## src/hw/rtl/frs_pkg.sv

```systemverilog
// Package: shared types and constants of the frame rate statistics block.
`timescale 1ns / 1ps

package frs_pkg;

  // Field widths
  localparam int unsigned TimeW  = 48;
  localparam int unsigned RateW  = 18;
  localparam int unsigned FrameW = 32;

  // Rate for a zero delta, and the dividend of the rate division
  localparam logic [RateW-1:0] RateFull = 18'd256000;
  // Minimum tracker value when no frame has been seen
  localparam logic [RateW-1:0] RateNone = '1;

  // Command codes
  localparam logic CmdFrame = 1'b0;
  localparam logic CmdClear = 1'b1;

  // Input item
  typedef struct packed {
    logic             cmd;
    logic [TimeW-1:0] timestamp_ms;
  } frs_in_t;

  // Result item
  typedef struct packed {
    logic [TimeW-1:0]  delta_ms;
    logic [RateW-1:0]  frame_rate;
    logic [RateW-1:0]  rate_average;
    logic [RateW-1:0]  rate_maximum;
    logic [RateW-1:0]  rate_minimum;
    logic [FrameW-1:0] frames_seen;
  } frs_out_t;

endpackage

```

## src/hw/rtl/frs_divider.sv

```systemverilog
// Restoring serial divider: one quotient bit per cycle.
`timescale 1ns / 1ps

module frs_divider #(
  parameter int unsigned DividendW = 23,
  parameter int unsigned DivisorW  = 18
) (
  input  logic                 clk_i,
  input  logic                 rst_ni,
  input  logic                 start_i,
  input  logic [DividendW-1:0] dividend_i,
  input  logic [DivisorW-1:0]  divisor_i,
  output logic                 done_o,
  output logic [DividendW-1:0] quotient_o
);

  localparam int unsigned StepW = $clog2(DividendW + 1);

  logic                 busy_q;
  logic                 done_q;
  logic [StepW-1:0]     step_q;
  logic [DivisorW:0]    rem_q;
  logic [DividendW-1:0] quo_q;
  logic [DivisorW-1:0]  divisor_q;

  logic [DivisorW:0]    rem_sh;
  logic [DivisorW+1:0]  diff;
  logic                 take;

  // One restoring step: shift in the next dividend bit, subtract if it fits
  always_comb begin
    rem_sh = {rem_q[DivisorW-1:0], quo_q[DividendW-1]};
    diff   = {1'b0, rem_sh} - {2'b00, divisor_q};
    take   = ~diff[DivisorW+1];
  end

  // Control
  always_ff @(posedge clk_i or negedge rst_ni) begin
    if (!rst_ni) begin
      busy_q <= 1'b0;
      done_q <= 1'b0;
      step_q <= '0;
    end else begin
      done_q <= busy_q && (step_q == StepW'(1));
      if (start_i) begin
        busy_q <= 1'b1;
        step_q <= StepW'(DividendW);
      end else if (busy_q) begin
        step_q <= step_q - StepW'(1);
        if (step_q == StepW'(1)) begin
          busy_q <= 1'b0;
        end
      end
    end
  end

  // Datapath; the quotient bits replace the dividend bits as they shift out
  always_ff @(posedge clk_i) begin
    if (start_i) begin
      rem_q     <= '0;
      quo_q     <= dividend_i;
      divisor_q <= divisor_i;
    end else if (busy_q) begin
      rem_q <= take ? diff[DivisorW:0] : rem_sh;
      quo_q <= {quo_q[DividendW-2:0], take};
    end
  end

  assign done_o     = done_q;
  assign quotient_o = quo_q;

endmodule

```

## src/hw/rtl/frame_rate_statistics_core.sv

```systemverilog
// Top level: frame rate meter with a rate ring, running extremes and averages.
//
//  channel | signals                          | direction | item
//  --------+----------------------------------+-----------+---------------------
//  in      | in_valid_i, in_ready_o, in_data_i | to core  | frame tick or clear
//  out     | out_valid_o, out_ready_i, out_data_o | from core | statistics result
//
// A frame item passes from acceptance through a serial rate division, one ring
// write, a walk over the filled ring entries and a serial mean division, and
// only then can the next item be accepted. The rate division is skipped when
// the delta is zero or at least 2^18.
// A clear item goes straight to the result stage.
// Reset clears all statistics; the ring memory is not cleared, only written
// entries are read. A held result in the output register does not stop the next
// item from being accepted.
`timescale 1ns / 1ps

module frame_rate_statistics_core
  import frs_pkg::*;
#(
  parameter int unsigned WINDOW = 16
) (
  input  logic     clk_i,
  input  logic     rst_ni,
  input  logic     in_valid_i,
  output logic     in_ready_o,
  input  frs_in_t  in_data_i,
  output logic     out_valid_o,
  input  logic     out_ready_i,
  output frs_out_t out_data_o
);

  localparam int unsigned CntW = $clog2(WINDOW + 1);
  localparam int unsigned IdxW = (WINDOW > 1) ? $clog2(WINDOW) : 1;
  localparam int unsigned SumW = RateW + CntW;

  typedef enum logic [5:0] {
    StIdle  = 6'b000001,
    StDivR  = 6'b000010,
    StWrite = 6'b000100,
    StSum   = 6'b001000,
    StDivA  = 6'b010000,
    StDone  = 6'b100000
  } state_e;

  state_e state_q, state_d;

  // Statistics state
  logic [TimeW-1:0]  prev_time_q;
  logic [IdxW-1:0]   wr_pos_q;
  logic [CntW-1:0]   filled_q;
  logic [RateW-1:0]  high_q;
  logic [RateW-1:0]  low_q;
  logic [FrameW-1:0] frames_q;

  // Per-item working registers
  logic [TimeW-1:0]  delta_q;
  logic [RateW-1:0]  rate_q;
  logic [RateW-1:0]  avg_q;
  logic [SumW-1:0]   sum_q;
  logic [CntW-1:0]   rd_cnt_q;
  logic              rd_vld_q;

  // Output register
  logic              out_valid_q;
  frs_out_t          out_q;

  // Ring memory
  logic [RateW-1:0]  ring_mem [WINDOW];
  logic [RateW-1:0]  ring_rd_q;
  logic              ring_we;
  logic              ring_re;

  // Divider
  logic              div_start;
  logic [SumW-1:0]   div_dividend;
  logic [RateW-1:0]  div_divisor;
  logic              div_done;
  logic [SumW-1:0]   div_quo;

  logic              in_acc;
  logic [TimeW-1:0]  delta_d;
  logic              delta_zero;
  logic              delta_big;
  logic              sum_last;
  logic              out_free;

  assign in_acc     = in_valid_i && in_ready_o;
  assign delta_d    = in_data_i.timestamp_ms - prev_time_q;
  assign delta_zero = (delta_d == '0);
  assign delta_big  = |delta_d[TimeW-1:RateW];
  assign sum_last   = (rd_cnt_q == filled_q) && !rd_vld_q;
  assign out_free   = !out_valid_q || out_ready_i;

  assign ring_we = (state_q == StWrite);
  assign ring_re = (state_q == StSum) && (rd_cnt_q < filled_q);

  // Divider operands: rate division at acceptance, mean division after the walk
  always_comb begin
    if (state_q == StIdle) begin
      div_start    = in_acc && (in_data_i.cmd == CmdFrame) && !delta_zero && !delta_big;
      div_dividend = {{(SumW-RateW){1'b0}}, RateFull};
      div_divisor  = delta_d[RateW-1:0];
    end else begin
      div_start    = (state_q == StSum) && sum_last;
      div_dividend = sum_q;
      div_divisor  = {{(RateW-CntW){1'b0}}, filled_q};
    end
  end

  frs_divider #(
    .DividendW(SumW),
    .DivisorW (RateW)
  ) u_divider (
    .clk_i     (clk_i),
    .rst_ni    (rst_ni),
    .start_i   (div_start),
    .dividend_i(div_dividend),
    .divisor_i (div_divisor),
    .done_o    (div_done),
    .quotient_o(div_quo)
  );

  // Sequencer
  always_comb begin
    state_d = state_q;
    case (state_q)
      StIdle: begin
        if (in_acc) begin
          if (in_data_i.cmd == CmdClear) begin
            state_d = StDone;
          end else if (div_start) begin
            state_d = StDivR;
          end else begin
            state_d = StWrite;
          end
        end
      end
      StDivR: begin
        if (div_done) begin
          state_d = StWrite;
        end
      end
      StWrite: state_d = StSum;
      StSum: begin
        if (sum_last) begin
          state_d = StDivA;
        end
      end
      StDivA: begin
        if (div_done) begin
          state_d = StDone;
        end
      end
      StDone: begin
        if (out_free) begin
          state_d = StIdle;
        end
      end
      default: state_d = StIdle;
    endcase
  end

  // Control and statistics registers
  always_ff @(posedge clk_i or negedge rst_ni) begin
    if (!rst_ni) begin
      state_q     <= StIdle;
      prev_time_q <= '0;
      wr_pos_q    <= '0;
      filled_q    <= '0;
      high_q      <= '0;
      low_q       <= RateNone;
      frames_q    <= '0;
      rd_cnt_q    <= '0;
      rd_vld_q    <= 1'b0;
      out_valid_q <= 1'b0;
    end else begin
      state_q  <= state_d;
      rd_vld_q <= ring_re;

      // Item acceptance: clear or frame bookkeeping
      if (in_acc) begin
        if (in_data_i.cmd == CmdClear) begin
          prev_time_q <= '0;
          wr_pos_q    <= '0;
          filled_q    <= '0;
          high_q      <= '0;
          low_q       <= RateNone;
        end else begin
          prev_time_q <= in_data_i.timestamp_ms;
          frames_q    <= frames_q + FrameW'(1);
        end
      end

      // Ring write and extremes
      if (state_q == StWrite) begin
        wr_pos_q <= (wr_pos_q == IdxW'(WINDOW - 1)) ? '0 : wr_pos_q + IdxW'(1);
        if (filled_q != CntW'(WINDOW)) begin
          filled_q <= filled_q + CntW'(1);
        end
        if (rate_q > high_q) begin
          high_q <= rate_q;
        end
        if (rate_q < low_q) begin
          low_q <= rate_q;
        end
        rd_cnt_q <= '0;
      end else if (ring_re) begin
        rd_cnt_q <= rd_cnt_q + CntW'(1);
      end

      // Output register
      if ((state_q == StDone) && out_free) begin
        out_valid_q <= 1'b1;
      end else if (out_ready_i) begin
        out_valid_q <= 1'b0;
      end
    end
  end

  // Working datapath
  always_ff @(posedge clk_i) begin
    if (in_acc) begin
      if (in_data_i.cmd == CmdClear) begin
        delta_q <= '0;
        rate_q  <= '0;
        avg_q   <= '0;
      end else begin
        delta_q <= delta_d;
        if (delta_zero) begin
          rate_q <= RateFull;
        end else if (delta_big) begin
          rate_q <= '0;
        end
      end
    end
    if ((state_q == StDivR) && div_done) begin
      rate_q <= div_quo[RateW-1:0];
    end
    if (state_q == StWrite) begin
      sum_q <= '0;
    end else if (rd_vld_q) begin
      sum_q <= sum_q + {{(SumW-RateW){1'b0}}, ring_rd_q};
    end
    if ((state_q == StDivA) && div_done) begin
      avg_q <= div_quo[RateW-1:0];
    end
    if ((state_q == StDone) && out_free) begin
      out_q.delta_ms     <= delta_q;
      out_q.frame_rate   <= rate_q;
      out_q.rate_average <= avg_q;
      out_q.rate_maximum <= high_q;
      out_q.rate_minimum <= low_q;
      out_q.frames_seen  <= frames_q;
    end
  end

  // Rate ring: one write port, one registered read port
  always_ff @(posedge clk_i) begin
    if (ring_we) begin
      ring_mem[wr_pos_q] <= rate_q;
    end
    if (ring_re) begin
      ring_rd_q <= ring_mem[rd_cnt_q[IdxW-1:0]];
    end
  end

  assign in_ready_o  = (state_q == StIdle);
  assign out_valid_o = out_valid_q;
  assign out_data_o  = out_q;

endmodule
```

## config.mk

```make
export PLATFORM = sky130hd
export DESIGN_NAME = frame_rate_statistics_core
export DESIGN_NICKNAME = d
export VERILOG_FILES = /design/src/hw/rtl/frs_pkg.sv /design/src/hw/rtl/frs_divider.sv /design/src/hw/rtl/frame_rate_statistics_core.sv
export SDC_FILE = /design/constraint.sdc
export NUM_CORES = 1
export LEC_CHECK = 0
export ABC_AREA = 1
export BUFFER_PORTS_ARGS = -buffer_cell sky130_fd_sc_hd__buf_2
export CELL_PAD_IN_SITES_DETAIL_PLACEMENT = 1
export CELL_PAD_IN_SITES_GLOBAL_PLACEMENT = 1
export CORE_MARGIN = 2
export CORE_UTILIZATION = 52
export CTS_CLUSTER_DIAMETER = 100
export DETAILED_ROUTE_END_ITERATION = 6
export PLACE_DENSITY = 0.95
export REMOVE_ABC_BUFFERS = 1
export SYNTH_ARGS = -nofsm -noshare
export SYNTH_HDL_FRONTEND = slang
export SYNTH_SLANG_ARGS = --single-unit
export TNS_END_PERCENT = 30
```

## constraint.sdc

```tcl
create_clock -name clk_i -period 23.1 [get_ports clk_i]
set_clock_uncertainty 0.15 [all_clocks]
set_input_delay 4.62 -clock clk_i [delete_from_list [all_inputs] [get_ports clk_i]]
set_output_delay 4.62 -clock clk_i [all_outputs]
set_load 0.02 [all_outputs]
```

==> reports/metrics.yaml, run 1 <==
critical_path:
  r2r_cells: 11
  worstPathArrival_ns: 9.06
  path_class: "input port to flop"
  worstPathMaxFanout: 37
  critical_path_required_ns: 23.25
  cp-start-kind: "input port"
  crit_path_end_kind: "flop"
timing:
  layout_min_cycle_time_ns: 8.91
  slew_viol_final: 0
  worst_slew_pin_slew_ns: 1.39
  setup_ws_ns: 14.19
  finalCritPeriodShare: 0.386
  rsz0062_at_grt: "no"
  final_hold_viol_count: 0
  slew_headroom: 0.0726
  fmax_ghz: 0.112
  setup_violations: 0
  setup_tns_ns: 0
route:
  drcViolationCount: 0
  route.antenna.remaining_nets: 0
  vias: 32400
  initialDrtViolationCount: 4362
  firstDrtPassIters: 6
  viasPerCell: 6.58
  drt-total-wl_mm: 144
  wl_per_cell_um: 29.2
global_route:
  busiest_layer: "met2"
  grt_use_met1: 0.454
  antenna_found_initial: 5
  use_met3: 0.0994
  grt_overflow: 0
  grt_usage: 0.391
  use_met2: 0.632
  grt_pass1_wl_mm: 216
  grt_pass1_vias: 34500
  grt_start_max_net_pins: 90
min_path:
  hp-class: "flop to flop"
  holdPathStages: 0
power:
  total_power_w: 0.00545
  p_leak_nw: 17.5
  ir_worst_vdd_mv: 0.0700
  internal-power_w: 0.00314
  clkPwrFrac: 0.254
  sw_frac_of_total: 0.425
  p_seq_frac: 0.372
  switchingPower_w: 0.00232
  comb_power_share: 0.375
  cellPowerDensity_mw_per_mm2: 131
floorplan:
  initial_core_util: 0.525
  die-area_sq_mm: 0.0727
  ioPinCount: 207
  die_y_um: 270
  die_w_um: 270
  coreArea_sq_mm: 0.0699
  row_count: 97
synthesis:
  synthFlopType: "edfxtp_1"
  synthArstFlopShare: 0.189
  yosysMostFrequentCell: "nand2_1"
  seq_area_frac_synth: 0.599
  syn_inst: 3697
  synth_edf_count: 583
  synthDistinctLibCells: 64
  syn_area_sq_mm: 0.0367
  synth_top_cells_by_area: "edfxtp_1 (48%), dfrtp_1 (8.6%), nand2_1 (7.9%), inv_1 (4.8%), ha_1 (4.5%)"
  syn_avg_cell_area_sq_um: 9.92
  ys_seq_elements: 769
  yosysTopAreaCell: "edfxtp_1"
  synth_warnings: 0
  netlist_top_cells_count: "nand2_1 (769), edfxtp_1 (583), inv_1 (474), nor2_1 (429), o21ai_0 (286)"
  netlist.area_leader.share: 0.477
finish:
  fin_nets: 4108
  syn_to_final_growth_pct: 13.2
  drive_above_1_share: 0.121
  final-instance-count-excl-fill: 4925
  antenna_cells: 0
  fill_cells: 7694
clock_network:
  cts_sinks: 769
  cts_buffer_depth: 3
  numCtsBuffers: 78
  htree_levels: 3
  ctsHoldBuffers: 0
  postCtsSetupBuffers: 0
  cts_resized: 0
  clock_latency_ns: 0.68
  clk_pin_slew_worst_paths_ns: 0.07
  clockRootBuffer: "clkbuf_16"
  cts_tree: "done"
status:
  status: "completed"
place:
  place_inst: 4779
  hpwl_mm: 85.3
  portBuffers: 206
  post-place-ws_ns: 14.45
  gp_congestion: 0.940
run:
  drv_cap: 0
## metrics by stage
stage,utilization,hold WS (ns),area [sq um]
5_1_grt,0.594,0.269,41500
3_3_place_gp,0.556,0.251,38800
3_5_place_dp,0.556,0.256,38800
6_report,0.594,0.264,41500
2_1_floorplan,-,0.250,36200
4_1_cts,0.594,0.266,41500
## placed cells by master, fill, tap and decap left out, types with 13 or more instances in the layout
| cell type | n |
|---|---|
| mux2i_1 | 30 |
| ha_1 | 133 |
| o221ai_1 | 31 |
| nand3_1 | 152 |
| o21bai_1 | 20 |
| a21oi_1 | 119 |
| inv_1 | 474 |
| dfstp_2 | 19 |
| clkbuf_1 | 16 |
| nand4_1 | 35 |
| nor3_1 | 22 |
| nand2_1 | 769 |
| xnor2_1 | 38 |
| edfxtp_1 | 583 |
| nor2_2 | 17 |
| clkbuf_16 | 78 |
| xor2_1 | 34 |
| buf_2 | 205 |
| clkinv_1 | 19 |
| buf_4 | 47 |
| dfrtp_1 | 124 |
| o21ai_1 | 23 |
| o32ai_1 | 43 |
| dfxtp_1 | 41 |
| nor2_1 | 424 |
| nand2_2 | 22 |
| clkinv_2 | 13 |
| o21ai_0 | 286 |
## power by group through the flow
| stage | Clock, W | Sequential [W] | Combinational (W) |
|---|---|---|---|
| after floorplan | 0 | 0.00202 | 0.00108 |
| after global placement | 0 | 0.00199 | 0.00160 |
| after detailed placement | 0 | 0.00202 | 0.00178 |
| after CTS | 0.00138 | 0.00201 | 0.00193 |
| after global routing | 0.00142 | 0.00204 | 0.00214 |
| final | 0.00138 | 0.00203 | 0.00204 |
## area by class of cell
cell class	count	area, sq um	share of cell area
clock buffer	96	2040	0.0491
clock inverter	50	659	0.0159
inverter	488	1840	0.0442
multi-input combinational	2329	12500	0.300
sequential	769	22000	0.529
tap	940	1180	0.0283
timing repair buffer	253	1390	0.0335
## sequential cells by signal (all words and copies together) (netlist names), 23 cells and up
signal	cells
ring_mem	288
out_data_o	152
delta_q	48
prev_time_q	48
frames_q	32
sum_q	23
u_divider.quotient_o	23
## critical path: stages
cell     delay (ns)
buf_2          0.09
inv_1          0.07
ha_1           0.24
fa_1           0.43
inv_1          0.16
nand3_1        0.12
nand2_1        0.25
nand2_1        0.27
nand2_1        0.24
nand2_1        0.10
nand2_1        0.15
nand2_1        0.10
nand2_1        0.10
nand2_1        0.21
nand2_1        0.23
nand4_1        0.17
nor2_2         0.18
nand4_4        0.20
nand2_4        0.48
inv_4          0.11
nand2_2        0.49
## worst paths after layout
path	start	to	slack, ns
min	delta_q[31]	out_data_o[135]	0.26
max in group asynchronous	rst_ni	rd_cnt_q[1]	17.34
max	in_data_i[0]	u_divider.quotient_o[16]	14.19
max reg2reg	state_q[2]	avg_q[10]	17.26
min reg2reg	delta_q[31]	out_data_o[135]	0.26
min in group asynchronous	rst_ni	high_q[15]	3.88
## cells by family after synthesis
family	Yosys count	synth area share
adders and majority gates	136	0.0470
xor gates and xnor gates	72	0.0172
AOI/OAI and AO/OA	590	0.0941
DFF	769	0.599
and+or+nand+nor	1501	0.172
buffers and inverters	599	0.0622
muxes	30	0.00819
## per-layer routing
metal  wire length (um)  share of wire
met3              15300           0.11
met5                 47        0.00033
met4              12100          0.084
met2              66800           0.46
met1              49700           0.35
No activity file was read; power rests on OpenSTA's default activity.
==> inputs of run 2 (changes only) <==
--- a/config.mk
+++ b/config.mk
@@ -10,10 +10,10 @@
 export CELL_PAD_IN_SITES_DETAIL_PLACEMENT = 1
 export CELL_PAD_IN_SITES_GLOBAL_PLACEMENT = 1
 export CORE_MARGIN = 2
-export CORE_UTILIZATION = 52
+export CORE_UTILIZATION = 48
 export CTS_CLUSTER_DIAMETER = 100
 export DETAILED_ROUTE_END_ITERATION = 6
-export PLACE_DENSITY = 0.95
+export PLACE_DENSITY = 0.89
 export REMOVE_ABC_BUFFERS = 1
 export SYNTH_ARGS = -nofsm -noshare
 export SYNTH_HDL_FRONTEND = slang
==> constraint.sdc (replaced) <==
create_clock -name clk_i -period 8.95 [get_ports clk_i]
set_clock_uncertainty 0.15 [all_clocks]
set_input_delay 1.79 -clock clk_i [delete_from_list [all_inputs] [get_ports clk_i]]
set_output_delay 1.79 -clock clk_i [all_outputs]
set_load 0.02 [all_outputs]
==> run 2 against run 1 <==
Compared with the run above:
- register-to-register slack worse by 14 ns
- via count decreased by 8.8%
- first-iteration DRC count down 33%
- total power increased by 150%
- clock power rose to 2.5 times the previous value
- combinational power up 140%
- final area grew 0.20%
- critical endpoint unchanged
- sequential power rose to 2.5 times the previous value
- flip-flop and latch count did not move
==> reports/metrics.yaml, run 2 (synthesis gave the netlist of run 1 again) <==
floorplan:
  coreArea_sq_mm: 0.0758  # +8.5%
  die_y_um: 280  # +4.0%
  row_count: 101  # +4.1%
  die_w_um: 280  # +4.0%
  ioPinCount: 207  # unchanged
  die-area_sq_mm: 0.0787  # +8.2%
  initial_core_util: 0.484  # -0.0409
timing:
  finalCritPeriodShare: 0.602
  layout_min_cycle_time_ns: 5.39
  slew_headroom: 0.0594  # -0.0132
  setup_violations: 0  # unchanged
  rsz0062_at_grt: "no"
  setup_ws_ns: 3.56  # -10.63 ns
  final_hold_viol_count: 0  # unchanged
  setup_tns_ns: 0  # unchanged
  worst_hold_slack_ns: 0.256  # -0.00818 ns
  fmax_ghz: 0.185
  slew_viol_final: 0  # unchanged
  worst_slew_pin_slew_ns: 1.41  # +0.0185 ns
clock_network:
  cts_sinks: 769  # unchanged
  numCtsBuffers: 83  # +6.4%
  clock_latency_ns: 0.66  # -0.02 ns
  cts_tree: "done"
  clk_pin_slew_worst_paths_ns: 0.06  # about the same
  ctsHoldBuffers: 0  # unchanged
  cts_buffer_depth: 3  # unchanged
  htree_levels: 3  # unchanged
  cts_resized: 0  # unchanged
  clockRootBuffer: "clkbuf_16"
  postCtsSetupBuffers: 0  # unchanged
place:
  post-place-ws_ns: 3.18  # -11.27 ns
  gp_congestion: 0.925  # -1.5%
  portBuffers: 206  # unchanged
  hpwl_mm: 78.7  # -7.8%
finish:
  registers.top_by_ff_count: "ring_mem"
  postLayoutCoreUtil: 0.549  # -0.0453
  drive_above_1_share: 0.122  # +0.00114
  regArea_sq_mm: 0.0220  # unchanged
  syn_to_final_growth_pct: 13.5
  final_cell_mix: "nand2_1 (769), edfxtp_1 (583), inv_1 (474)"
  fill_cells: 8365  # +8.7%
  layout_commonest_cell: "nand2_1"
  multi_input_area_sq_mm: 0.0125  # about the same
  fin_nets: 4117  # +0.22%
  largest_reg_flops: 288  # unchanged
  antenna_cells: 0  # unchanged
global_route:
  grt_pass1_wl_mm: 188  # -13%
  grt_pass1_vias: 31700  # -8.1%
  grt_start_max_net_pins: 112  # +24%
  antenna_found_initial: 1  # -4
  grt_usage: 0.313  # -0.0782
  grt_overflow: 0  # unchanged
route:
  drcViolationCount: 0  # unchanged
  initialDrtViolationCount: 2942  # -33%
  firstDrtPassIters: 5  # -1
  wl_per_cell_um: 24.8  # -15%
  drt-total-wl_mm: 123  # -14%
  viasPerCell: 5.94  # -9.7%
  vias: 29500  # -8.8%
  route.antenna.remaining_nets: 0  # unchanged
critical_path:
  worstPathMaxFanout: 37  # unchanged
  cp-start-kind: "input port"
  critical_path_required_ns: 9.06  # -14.19 ns
  crit_path_end_kind: "flop"
  worstPathArrival_ns: 5.50  # -3.56 ns
  path_class: "input port to flop"
status:
  status: "completed"
power:
  ir_worst_vdd_mv: 0.177  # +150%
  cellPowerDensity_mw_per_mm2: 323  # +150%
  p_leak_nw: 17.5  # +0.13%
run:
  drv_cap: 0  # unchanged
min_path:
  hp-class: "flop to flop"
[run 2: cell count changes in the layout (fill, tap and decap cells not counted), sizes merged]
cell      previous run  this run
clkinvlp             2         3
bufinv              12         8
inv                487       486
clkbuf              96       108
buf                253       257
[run 2: layout make-up]
cell class	count	area share
Inverter	488	0.0441
Clock inverter	46	0.0113
Sequential cell	769	0.528
Tap cell	978	0.0294
Clock buffer	108	0.0536
Timing Repair Buffer	257	0.0341
Multi-Input combinational cell	2329	0.299
[run 2: per-layer routing]
layer | wire [um] | vias up | GRT usage
li1 | - | 12900 | -
met1 | 46500 | 14600 | 0.385
met2 | 60900 | 1556 | 0.533
met3 | 9880 | 417 | 0.0541
met4 | 6210 | 2 | 0.157
met5 | 13 | - | 0
[run 2: through the flow]
stage	std cells	cell area, sq um	total power [W]
detailed placement	4821	38900	0.00967
CTS	4975	41600	0.0134
finish	4975	41600	0.0135
global placement	4821	38900	0.00930
global route	4975	41600	0.0140
floorplan	3586	36200	0.00801
[run 2: worst paths after layout]
kind                                    from                  endpoint  slack, ns  depth (start not counted)
worst max-delay path            in_data_i[2]  u_divider.quotient_o[16]       3.56                         18
worst min-delay path               avg_q[15]            out_data_o[83]       0.26                          0
worst max register to register    state_q[2]                 avg_q[12]       3.75                         10
worst min register to register     avg_q[15]            out_data_o[83]       0.26                          0
max in group asynchronous             rst_ni              frames_q[26]       6.00                          2
min in group asynchronous             rst_ni                high_q[14]       1.08                          1
[run 2: power by group]
| part | internal [W] | total (W) | switching (W) |
|---|---|---|---|
| combinational | 0.00135 | 0.00480 | 0.00344 |
| sequential | 0.00473 | 0.00515 | 0.000424 |
| clock | 0.00200 | 0.00351 | 0.00151 |
| total | 0.00808 | 0.0135 | 0.00537 |
[run 2: worst max-delay path, stage by stage]
cell and delay, ns:
buf_2 0.12, ha_1 0.40, nand2_1 0.14, nand2_1 0.10, inv_1 0.09, nand2_1 0.13, nand3_1 0.14, nand3_2 0.16
xnor2_1 0.66, nand2_1 0.22, nor2_1 0.17, nand3_1 0.12, nand2_1 0.10, inv_1 0.06, nand4_4 0.17, nand2_4 0.33
inv_4 0.20, nand2_2 0.37
